**src/ipds_pkg.sv**
```systemverilog
// Shared types, widths and limits of the pixel difference statistics block.
package ipds_pkg;

    localparam int PIX_W     = 8;
    localparam int COORD_W   = 13;
    localparam int COUNT_W   = 27;
    localparam int SUM_W     = 36;
    localparam int PSUM_W    = PIX_W + 2;     // sum of four channel deltas
    localparam int MARK_W    = PIX_W + 3;     // 40 + 4*max before clamping
    localparam int CFG_IDX_W = 3;
    localparam int CFG_DATA_W = COORD_W;

    localparam longint unsigned MAX_SIDE        = 64'd8192;
    localparam longint unsigned CHANNEL_SUM_MAX = 64'd1020;
    localparam longint unsigned COUNT_FIELD_MAX = (64'd1 << COUNT_W) - 64'd1;
    localparam longint unsigned SUM_FIELD_MAX   = (64'd1 << SUM_W) - 64'd1;
    localparam longint unsigned COUNT_LIMIT_WIDE = MAX_SIDE * MAX_SIDE;
    localparam longint unsigned SUM_LIMIT_WIDE   = MAX_SIDE * MAX_SIDE * CHANNEL_SUM_MAX;

    localparam logic [COUNT_W-1:0] COUNT_LIMIT = COUNT_W'(
        (COUNT_LIMIT_WIDE < COUNT_FIELD_MAX) ? COUNT_LIMIT_WIDE : COUNT_FIELD_MAX);
    localparam logic [SUM_W-1:0] SUM_LIMIT = SUM_W'(
        (SUM_LIMIT_WIDE < SUM_FIELD_MAX) ? SUM_LIMIT_WIDE : SUM_FIELD_MAX);

    localparam logic [MARK_W-1:0] MARK_BASE  = MARK_W'(40);
    localparam logic [MARK_W-1:0] MARK_CLAMP = MARK_W'(255);

    localparam logic [COORD_W-1:0] REGION_RIGHT_RESET  = COORD_W'(8191);
    localparam logic [COORD_W-1:0] REGION_BOTTOM_RESET = COORD_W'(8191);

    typedef enum logic [CFG_IDX_W-1:0] {
        REG_TOLERANCE     = 3'd0,
        REG_REGION_ENABLE = 3'd1,
        REG_REGION_LEFT   = 3'd2,
        REG_REGION_TOP    = 3'd3,
        REG_REGION_RIGHT  = 3'd4,
        REG_REGION_BOTTOM = 3'd5
    } cfg_reg_t;

    typedef struct packed {
        logic [PIX_W-1:0] red;
        logic [PIX_W-1:0] green;
        logic [PIX_W-1:0] blue;
        logic [PIX_W-1:0] alpha;
    } rgba_t;

    typedef struct packed {
        logic [PIX_W-1:0]  max_delta;
        logic [PSUM_W-1:0] delta_sum;
        logic              changed;
        logic [PIX_W-1:0]  mark_alpha;
    } pix_metrics_t;

endpackage

```
**src/ipds_pixel_math.sv**
```systemverilog
// Per-pixel channel deltas, their maximum and sum, tolerance test and mark alpha.
module ipds_pixel_math
    import ipds_pkg::*;
(
    input  rgba_t            before_px,
    input  rgba_t            after_px,
    input  logic [PIX_W-1:0] tolerance,
    output pix_metrics_t     metrics
);

    function automatic logic [PIX_W-1:0] abs_diff(input logic [PIX_W-1:0] a,
                                                  input logic [PIX_W-1:0] b);
        return (a > b) ? (a - b) : (b - a);
    endfunction

    logic [PIX_W-1:0]  d_red;
    logic [PIX_W-1:0]  d_green;
    logic [PIX_W-1:0]  d_blue;
    logic [PIX_W-1:0]  d_alpha;
    logic [PIX_W-1:0]  max_rg;
    logic [PIX_W-1:0]  max_ba;
    logic [PIX_W-1:0]  max_all;
    logic [MARK_W-1:0] mark_wide;

    always_comb
    begin
        d_red   = abs_diff(before_px.red,   after_px.red);
        d_green = abs_diff(before_px.green, after_px.green);
        d_blue  = abs_diff(before_px.blue,  after_px.blue);
        d_alpha = abs_diff(before_px.alpha, after_px.alpha);

        max_rg  = (d_red  > d_green) ? d_red  : d_green;
        max_ba  = (d_blue > d_alpha) ? d_blue : d_alpha;
        max_all = (max_rg > max_ba)  ? max_rg : max_ba;

        // Mark alpha grows four steps per unit of delta, clamped to full scale.
        mark_wide = MARK_BASE + {1'b0, max_all, 2'b00};

        metrics.max_delta = max_all;
        metrics.delta_sum = PSUM_W'(d_red) + PSUM_W'(d_green)
                          + PSUM_W'(d_blue) + PSUM_W'(d_alpha);
        metrics.changed   = (max_all > tolerance);
        if (!metrics.changed)
        begin
            metrics.mark_alpha = '0;
        end
        else if (mark_wide > MARK_CLAMP)
        begin
            metrics.mark_alpha = MARK_CLAMP[PIX_W-1:0];
        end
        else
        begin
            metrics.mark_alpha = mark_wide[PIX_W-1:0];
        end
    end

endmodule

```
**src/image_pixel_diff_statistics_core.sv**
```systemverilog
// Top level of the pixel difference statistics block: handshakes, registers, accumulators.
//
// Usage:
//   Input channel (in_valid / in_stall) carries one pixel pair per word: column,
//   row, RGBA before, RGBA after and a last_pixel flag that closes the image.
//   Output channel (out_valid / out_stall) returns one word per input word with
//   the tolerance flag, mark alpha and the running image statistics, which
//   already include that pixel. After the word flagged last_pixel is produced,
//   all statistics restart from zero for the next image.
//   Configuration channel (cfg_valid / cfg_ready, always ready) writes the
//   tolerance and allowed rectangle by index; write only while the block is idle.
// Timing:
//   An accepted input word passes through one input register, then the delta
//   math and accumulator update feed the result register. One word per cycle
//   is sustained while the receiver does not stall; the statistics feedback
//   through the result register is the recurrence that sets this rate.
// Reset and stall:
//   rst_n clears both pipeline valid flags, resets the configuration registers and
//   sets pending-clear so statistics restart from zero. On a stall the result word
//   holds and the input register keeps its word; in_stall needs both stages full.
module image_pixel_diff_statistics_core
    import ipds_pkg::*;
(
    input  logic                   clk,
    input  logic                   rst_n,

    input  logic                   cfg_valid,
    output logic                   cfg_ready,
    input  logic [CFG_IDX_W-1:0]   cfg_index,
    input  logic [CFG_DATA_W-1:0]  cfg_data,

    input  logic                   in_valid,
    output logic                   in_stall,
    input  logic [COORD_W-1:0]     pixel_x,
    input  logic [COORD_W-1:0]     pixel_y,
    input  logic [PIX_W-1:0]       before_red,
    input  logic [PIX_W-1:0]       before_green,
    input  logic [PIX_W-1:0]       before_blue,
    input  logic [PIX_W-1:0]       before_alpha,
    input  logic [PIX_W-1:0]       after_red,
    input  logic [PIX_W-1:0]       after_green,
    input  logic [PIX_W-1:0]       after_blue,
    input  logic [PIX_W-1:0]       after_alpha,
    input  logic                   last_pixel,

    output logic                   out_valid,
    input  logic                   out_stall,
    output logic                   pixel_changed,
    output logic [PIX_W-1:0]       mark_alpha,
    output logic [PIX_W-1:0]       peak_delta,
    output logic [COUNT_W-1:0]     any_change_count,
    output logic [COUNT_W-1:0]     over_tolerance_count,
    output logic [COUNT_W-1:0]     outside_region_count,
    output logic [SUM_W-1:0]       delta_total,
    output logic                   box_valid,
    output logic [COORD_W-1:0]     box_left,
    output logic [COORD_W-1:0]     box_top,
    output logic [COORD_W-1:0]     box_right,
    output logic [COORD_W-1:0]     box_bottom
);

    // ---------------------------------------------------------------
    // Configuration registers
    // ---------------------------------------------------------------
    logic [PIX_W-1:0]   tolerance_reg;
    logic               region_en_reg;
    logic [COORD_W-1:0] region_left_reg;
    logic [COORD_W-1:0] region_top_reg;
    logic [COORD_W-1:0] region_right_reg;
    logic [COORD_W-1:0] region_bottom_reg;

    assign cfg_ready = 1'b1;

    always_ff @(posedge clk or negedge rst_n)
    begin
        if (!rst_n)
        begin
            tolerance_reg     <= '0;
            region_en_reg     <= 1'b0;
            region_left_reg   <= '0;
            region_top_reg    <= '0;
            region_right_reg  <= REGION_RIGHT_RESET;
            region_bottom_reg <= REGION_BOTTOM_RESET;
        end
        else if (cfg_valid && cfg_ready)
        begin
            // Drop writes to indexes beyond the register list.
            case (cfg_reg_t'(cfg_index))
                REG_TOLERANCE:     tolerance_reg     <= cfg_data[PIX_W-1:0];
                REG_REGION_ENABLE: region_en_reg     <= cfg_data[0];
                REG_REGION_LEFT:   region_left_reg   <= cfg_data[COORD_W-1:0];
                REG_REGION_TOP:    region_top_reg    <= cfg_data[COORD_W-1:0];
                REG_REGION_RIGHT:  region_right_reg  <= cfg_data[COORD_W-1:0];
                REG_REGION_BOTTOM: region_bottom_reg <= cfg_data[COORD_W-1:0];
                default: ;
            endcase
        end
    end

    // ---------------------------------------------------------------
    // Pipeline control
    // ---------------------------------------------------------------
    logic s1_valid_reg;
    logic out_valid_reg;
    logic out_load;     // result register may take a new word
    logic advance;      // input register moves into result register
    logic in_accept;

    assign out_load  = !out_valid_reg || !out_stall;
    assign advance   = s1_valid_reg && out_load;
    assign in_stall  = s1_valid_reg && !out_load;
    assign in_accept = in_valid && !in_stall;
    assign out_valid = out_valid_reg;

    always_ff @(posedge clk or negedge rst_n)
    begin
        if (!rst_n)
        begin
            s1_valid_reg  <= 1'b0;
            out_valid_reg <= 1'b0;
        end
        else
        begin
            if (in_accept)
            begin
                s1_valid_reg <= 1'b1;
            end
            else if (advance)
            begin
                s1_valid_reg <= 1'b0;
            end
            if (out_load)
            begin
                out_valid_reg <= s1_valid_reg;
            end
        end
    end

    // ---------------------------------------------------------------
    // Input register
    // ---------------------------------------------------------------
    logic [COORD_W-1:0] x_reg;
    logic [COORD_W-1:0] y_reg;
    rgba_t              before_reg;
    rgba_t              after_reg;
    logic               last_reg;

    always_ff @(posedge clk)
    begin
        if (in_accept)
        begin
            x_reg      <= pixel_x;
            y_reg      <= pixel_y;
            before_reg <= '{red: before_red, green: before_green,
                            blue: before_blue, alpha: before_alpha};
            after_reg  <= '{red: after_red, green: after_green,
                            blue: after_blue, alpha: after_alpha};
            last_reg   <= last_pixel;
        end
    end

    pix_metrics_t metrics;

    ipds_pixel_math u_pixel_math (
        .before_px (before_reg),
        .after_px  (after_reg),
        .tolerance (tolerance_reg),
        .metrics   (metrics)
    );

    // ---------------------------------------------------------------
    // Statistics: the result register doubles as the accumulator. A
    // pending-clear flag makes the next pixel start from zero after the
    // last pixel of an image, without touching the word still on display.
    // ---------------------------------------------------------------
    logic               clear_pend_reg;

    logic               changed_reg;
    logic [PIX_W-1:0]   mark_reg;
    logic [PIX_W-1:0]   peak_reg;
    logic [COUNT_W-1:0] any_cnt_reg;
    logic [COUNT_W-1:0] over_cnt_reg;
    logic [COUNT_W-1:0] outside_cnt_reg;
    logic [SUM_W-1:0]   sum_reg;
    logic               box_valid_reg;
    logic [COORD_W-1:0] box_left_reg;
    logic [COORD_W-1:0] box_top_reg;
    logic [COORD_W-1:0] box_right_reg;
    logic [COORD_W-1:0] box_bottom_reg;

    logic [PIX_W-1:0]   peak_next;
    logic [COUNT_W-1:0] any_cnt_next;
    logic [COUNT_W-1:0] over_cnt_next;
    logic [COUNT_W-1:0] outside_cnt_next;
    logic [SUM_W-1:0]   sum_next;
    logic               box_valid_next;
    logic [COORD_W-1:0] box_left_next;
    logic [COORD_W-1:0] box_top_next;
    logic [COORD_W-1:0] box_right_next;
    logic [COORD_W-1:0] box_bottom_next;

    logic [PIX_W-1:0]   peak_base;
    logic [COUNT_W-1:0] any_base;
    logic [COUNT_W-1:0] over_base;
    logic [COUNT_W-1:0] outside_base;
    logic [SUM_W-1:0]   sum_base;
    logic               box_valid_base;
    logic [SUM_W:0]     sum_wide;
    logic               in_region;

    always_comb
    begin
        peak_base      = clear_pend_reg ? '0   : peak_reg;
        any_base       = clear_pend_reg ? '0   : any_cnt_reg;
        over_base      = clear_pend_reg ? '0   : over_cnt_reg;
        outside_base   = clear_pend_reg ? '0   : outside_cnt_reg;
        sum_base       = clear_pend_reg ? '0   : sum_reg;
        box_valid_base = clear_pend_reg ? 1'b0 : box_valid_reg;

        peak_next = (metrics.max_delta > peak_base) ? metrics.max_delta : peak_base;

        // Saturate the delta total at its image-size bound.
        sum_wide = {1'b0, sum_base} + (SUM_W + 1)'(metrics.delta_sum);
        sum_next = (sum_wide > {1'b0, SUM_LIMIT}) ? SUM_LIMIT : sum_wide[SUM_W-1:0];

        any_cnt_next = any_base;
        if (metrics.max_delta != '0)
        begin
            any_cnt_next = (any_base < COUNT_LIMIT) ? any_base + 1'b1 : COUNT_LIMIT;
        end

        in_region = (x_reg >= region_left_reg) && (x_reg <= region_right_reg) &&
                    (y_reg >= region_top_reg)  && (y_reg <= region_bottom_reg);

        over_cnt_next    = over_base;
        outside_cnt_next = outside_base;
        if (metrics.changed)
        begin
            over_cnt_next = (over_base < COUNT_LIMIT) ? over_base + 1'b1 : COUNT_LIMIT;
            if (region_en_reg && !in_region)
            begin
                outside_cnt_next = (outside_base < COUNT_LIMIT) ?
                                   outside_base + 1'b1 : COUNT_LIMIT;
            end
        end

        // Bounding box: seed on the first changed pixel, grow afterward;
        // an empty box reads as all zero.
        box_valid_next = box_valid_base || metrics.changed;
        if (!box_valid_base)
        begin
            box_left_next   = metrics.changed ? x_reg : '0;
            box_top_next    = metrics.changed ? y_reg : '0;
            box_right_next  = metrics.changed ? x_reg : '0;
            box_bottom_next = metrics.changed ? y_reg : '0;
        end
        else
        begin
            box_left_next   = box_left_reg;
            box_top_next    = box_top_reg;
            box_right_next  = box_right_reg;
            box_bottom_next = box_bottom_reg;
            if (metrics.changed)
            begin
                if (x_reg < box_left_reg)   box_left_next   = x_reg;
                if (y_reg < box_top_reg)    box_top_next    = y_reg;
                if (x_reg > box_right_reg)  box_right_next  = x_reg;
                if (y_reg > box_bottom_reg) box_bottom_next = y_reg;
            end
        end
    end

    always_ff @(posedge clk or negedge rst_n)
    begin
        if (!rst_n)
        begin
            clear_pend_reg <= 1'b1;
        end
        else if (advance)
        begin
            clear_pend_reg <= last_reg;
        end
    end

    always_ff @(posedge clk)
    begin
        if (advance)
        begin
            changed_reg     <= metrics.changed;
            mark_reg        <= metrics.mark_alpha;
            peak_reg        <= peak_next;
            any_cnt_reg     <= any_cnt_next;
            over_cnt_reg    <= over_cnt_next;
            outside_cnt_reg <= outside_cnt_next;
            sum_reg         <= sum_next;
            box_valid_reg   <= box_valid_next;
            box_left_reg    <= box_left_next;
            box_top_reg     <= box_top_next;
            box_right_reg   <= box_right_next;
            box_bottom_reg  <= box_bottom_next;
        end
    end

    assign pixel_changed        = changed_reg;
    assign mark_alpha           = mark_reg;
    assign peak_delta           = peak_reg;
    assign any_change_count     = any_cnt_reg;
    assign over_tolerance_count = over_cnt_reg;
    assign outside_region_count = outside_cnt_reg;
    assign delta_total          = sum_reg;
    assign box_valid            = box_valid_reg;
    assign box_left             = box_left_reg;
    assign box_top              = box_top_reg;
    assign box_right            = box_right_reg;
    assign box_bottom           = box_bottom_reg;

    // ---------------------------------------------------------------
    // Assertions
    // ---------------------------------------------------------------
    a_changed_has_box: assert property (@(posedge clk) disable iff (!rst_n)
        (out_valid && pixel_changed) |-> box_valid)
        else $error("changed pixel reported without a valid box");

    a_mark_consistent: assert property (@(posedge clk) disable iff (!rst_n)
        out_valid |-> (pixel_changed ? (mark_alpha >= PIX_W'(40)) : (mark_alpha == '0)))
        else $error("mark alpha disagrees with change flag");

    a_box_ordered: assert property (@(posedge clk) disable iff (!rst_n)
        (out_valid && box_valid) |-> ((box_left <= box_right) && (box_top <= box_bottom)))
        else $error("bounding box corners out of order");

    a_counts_ordered: assert property (@(posedge clk) disable iff (!rst_n)
        out_valid |-> (over_tolerance_count <= any_change_count))
        else $error("over-tolerance count exceeds any-change count");

endmodule
```
**config.mk**
```make
export PLATFORM = sky130hd
export DESIGN_NAME = image_pixel_diff_statistics_core
export DESIGN_NICKNAME = d
export VERILOG_FILES = /design/src/ipds_pkg.sv /design/src/ipds_pixel_math.sv /design/src/image_pixel_diff_statistics_core.sv
export SDC_FILE = /design/constraint.sdc
export NUM_CORES = 1
export LEC_CHECK = 0
export BUFFER_PORTS_ARGS = -buffer_cell sky130_fd_sc_hd__clkbuf_2
export CORE_MARGIN = 2
export CORE_UTILIZATION = 54
export CTS_BUF_LIST = sky130_fd_sc_hd__clkbuf_4 sky130_fd_sc_hd__clkbuf_8 sky130_fd_sc_hd__clkbuf_16
export CTS_CLUSTER_SIZE = 10
export DETAILED_ROUTE_END_ITERATION = 16
export GPL_TIMING_DRIVEN = 1
export HOLD_SLACK_MARGIN = 0.08
export PLACE_DENSITY = 0.78
export SETUP_SLACK_MARGIN = 0.05
export SYNTH_ARGS = -nofsm -noshare
export SYNTH_HDL_FRONTEND = slang
export SYNTH_SLANG_ARGS = --single-unit
```
**constraint.sdc**
```tcl
create_clock -name clk -period 15 [get_ports clk]
set_input_delay 2.25 -clock clk [delete_from_list [all_inputs] [get_ports clk]]
set_output_delay 2.25 -clock clk [all_outputs]
set_load 0.05 [all_outputs]
```
==> reports/summary.txt <==
outcome - completed
FF-to-FF End - box_top[4]
CP max-delay cell - a21oi_1
final setup violation count - 0
sw frac - 47.7%
area grow syn2layout - 14.4%
# DRC - 0
Worst-path clk slew - 0.06 ns
Post-Synthesis Cells - 2286
register bit total from synthesis - 341
GRT Overall Usage - 26.3%
most frequent cells in the layout - 300 x clkbuf_2, 277 x edfxtp_1, 245 x inv_1
die height - 210 um
IO Pins - 302
share of cells above drive strength 1 - 18.4%
Worst setup EP type - flip-flop
root buffer cell - clkbuf_16
Setup crit end - box_top[4]
mapped cell area - 23000 sq um
CTS HTree Levels - 2
Post-CTS Setup Repair Bufs - 0
Clock Skew - 0.0252 ns
GR Layer Usage met1 - 34.2%
M2 GR Usage - 45.0%
power density cells - 258 nW/um^2
mean post-synth cell area - 10.1 sq um
global route hottest layer - met2
number of flops mapped to enable cells by yosys - 277
DRT iter0 DRCs - 1640
ys flop type - edfxtp_1
proportion of power drawn by combinational gates - 60.8%
largest net degree at the start of global routing - 71
R2R setup slack - 5.33 ns
DP HPWL - 43500 um
Hold Buf Count CTS - 0
drt pass-1 iters - 6
Worst Path Required - 15.17 ns
fillers - 3412
first-pass GRT wire length - 93700 um
core area - 42000 sq um
critical path arrival - 9.84 ns
relative slew slack - 11.2%
worst vdd ir - 237 uV
final wirelength - 58900 um
clock buffer depth - 3
buffers added on ports - 300
crit path from - before_reg[16]
Seq/Total Area, Yosys - 43.2%
Max Slew Vio Count - 0
total clock sinks - 341
initial core utilization - 54.7%
row cnt - 75
setup tns final - 0 ns
Peak Freq - 0.103 GHz
Hold Crit Class - flip-flop to flip-flop
RSZ-0062 raised after global routing - no
worst reg2reg path depth - 31
GRT overflow - 0
TritonCTS clock tree - yes
Hold WS - 0.462 ns
Final Hold Fails - 0
Worst path max stage delay - 1.15 ns
Avg Vias per Cell - 5.82
DP Worst Slack - 5.44 ns
Net Switching - 3.24 mW
Mapped Nets - 2649
Reg power frac - 24.5%
startpoint types - flip-flop
post-route ant nets - 0
CP dominant cell by count - inv_1
Max-Cap Viols - 0
Clk pwr share - 14.7%
RR Startpoint - before_reg[16]
final period utilization - 64.4%
Placer Congestion - 0.885
initial antenna violation count - 2
Skew-Pair Late Insertion Delay - 0.57 ns
post-synthesis cell type count - 84
die area - 44300 sq um
CP max FO - 15
max reg flops - 36
measured slew at the worst slew-check pin - 1.33 ns
met3 usage - 4.08%
Synth warnings - 0
Nets - 2929
share of flip-flops with an asynchronous set or reset - 18.8%
vias in the first global route - 18200
final worst setup slack - 5.33 ns
internal power - 3.55 mW
most common cell after layout, fill and taps aside - clkbuf_2
min Tclk post-route - 9.67 ns
Die Span X - 210 um
Pleak - 11.9 nW
CTS buffer count - 43
critical path class - flip-flop to flip-flop
via count - 18200
Avg WL per Cell - 18.8 um
CTS-repair resized insts - 0
==> how the worst min path moves through the flow <==
| stage | depth (start not counted) | endpoint | slack [ns] | from |
|---|---|---|---|---|
| 2_1_floorplan | 2 | clear_pend_reg | 0.43 | last_reg |
| 3_3_place_gp | 2 | clear_pend_reg | 0.46 | last_reg |
| 3_5_place_dp | 2 | clear_pend_reg | 0.45 | last_reg |
| 4_1_cts | 2 | clear_pend_reg | 0.47 | last_reg |
| 5_1_grt | 2 | clear_pend_reg | 0.49 | last_reg |
| 6_report | 2 | clear_pend_reg | 0.46 | last_reg |
==> power by group through the flow <==
stage	registers [mW]	clock network (mW)	logic (mW)
2_1_floorplan	2.20	0	2.60
3_3_place_gp	1.67	0	3.98
3_5_place_dp	1.68	0	4.07
4_1_cts	1.66	1.02	4.11
5_1_grt	1.69	1.05	4.57
6_report	1.66	0.999	4.13
==> layout make-up <==
cell class | instances | area [sq um] | area share, %
multi-input combinational | 1615 | 11800 | 44.7
timing repair buffer | 317 | 1630 | 6.19
tap | 539 | 674 | 2.56
antenna | 1 | 2.50 | 0.00951
inverter | 248 | 931 | 3.54
sequential | 341 | 9960 | 37.8
clock buffer | 63 | 1260 | 4.77
clock inverter | 10 | 103 | 0.390
==> metrics by stage <==
stage	power [mW]	std cells	area (sq um)	utilization (%)
global placement	5.65	3059	25000	59.3
floorplan	4.81	2286	23000	-
CTS	6.79	3132	26300	62.6
finish	6.79	3134	26300	62.6
global route	7.31	3134	26300	62.6
detailed placement	5.75	3059	25000	59.3
==> logic make-up (layout without fill, tap and decap cells) <==
family	count (synthesis)	in the layout	share of synthesized area, %
and+or+nand+nor	689	689	15.9
muxes	73	73	3.39
adders and majority gates	251	251	14.3
xor gates and xnor gates	81	81	3.08
buffers and inverters	330	638	5.74
other	1	2	0.0163
DFF	341	341	43.2
AOI/OAI and AO/OA	520	520	14.3
==> routing by layer <==
metal,routed length (um),vias up
met3,3800,108
li1,-,8778
met4,1690,2
met1,24900,8753
met5,8,-
met2,28500,599
==> worst max-delay path, delay by kind of cell (launching register included) <==
kind	cells	cell delay (ns)
adders and majority gates	5	1.49
muxes	2	0.52
and+or+nand+nor	10	2.72
DFF	1	0.39
buffers and inverters	5	0.86
AOI/OAI and AO/OA	8	2.89
xor gates and xnor gates	1	0.41
==> synth_stat cells (all sizes together), types with 6 or more instances <==
cell type | number | share of area [%]
edfxtp | 277 | 36
inv | 247 | 4.0
ha | 232 | 13
o21ai | 153 | 3.3
nand2 | 139 | 2.3
nor2 | 130 | 2.1
a21oi | 128 | 2.8
nor2b | 92 | 2.5
a21o | 86 | 2.8
nand3 | 63 | 1.4
and3 | 61 | 1.7
clkbuf | 61 | 1.1
xnor2 | 53 | 2.0
nand4 | 40 | 1.2
dfrtp | 37 | 4.0
mux2 | 37 | 1.8
mux2i | 36 | 1.6
nand2b | 36 | 0.98
xor2 | 28 | 1.1
dfstp | 27 | 3.1
buf | 21 | 0.61
and2 | 20 | 0.54
nor4 | 20 | 0.57
a31oi | 19 | 0.52
fa | 19 | 1.7
nor3 | 19 | 0.41
o21a | 19 | 0.62
a211oi | 18 | 0.59
a32o | 15 | 0.65
o211ai | 15 | 0.49
nand3b | 13 | 0.42
or3 | 12 | 0.33
and4 | 10 | 0.38
or4 | 10 | 0.36
o21bai | 9 | 0.29
a21boi | 6 | 0.20
nor3b | 6 | 0.20
o31ai | 6 | 0.22
o32ai | 6 | 0.23
(Power assumes the default switching activity.)
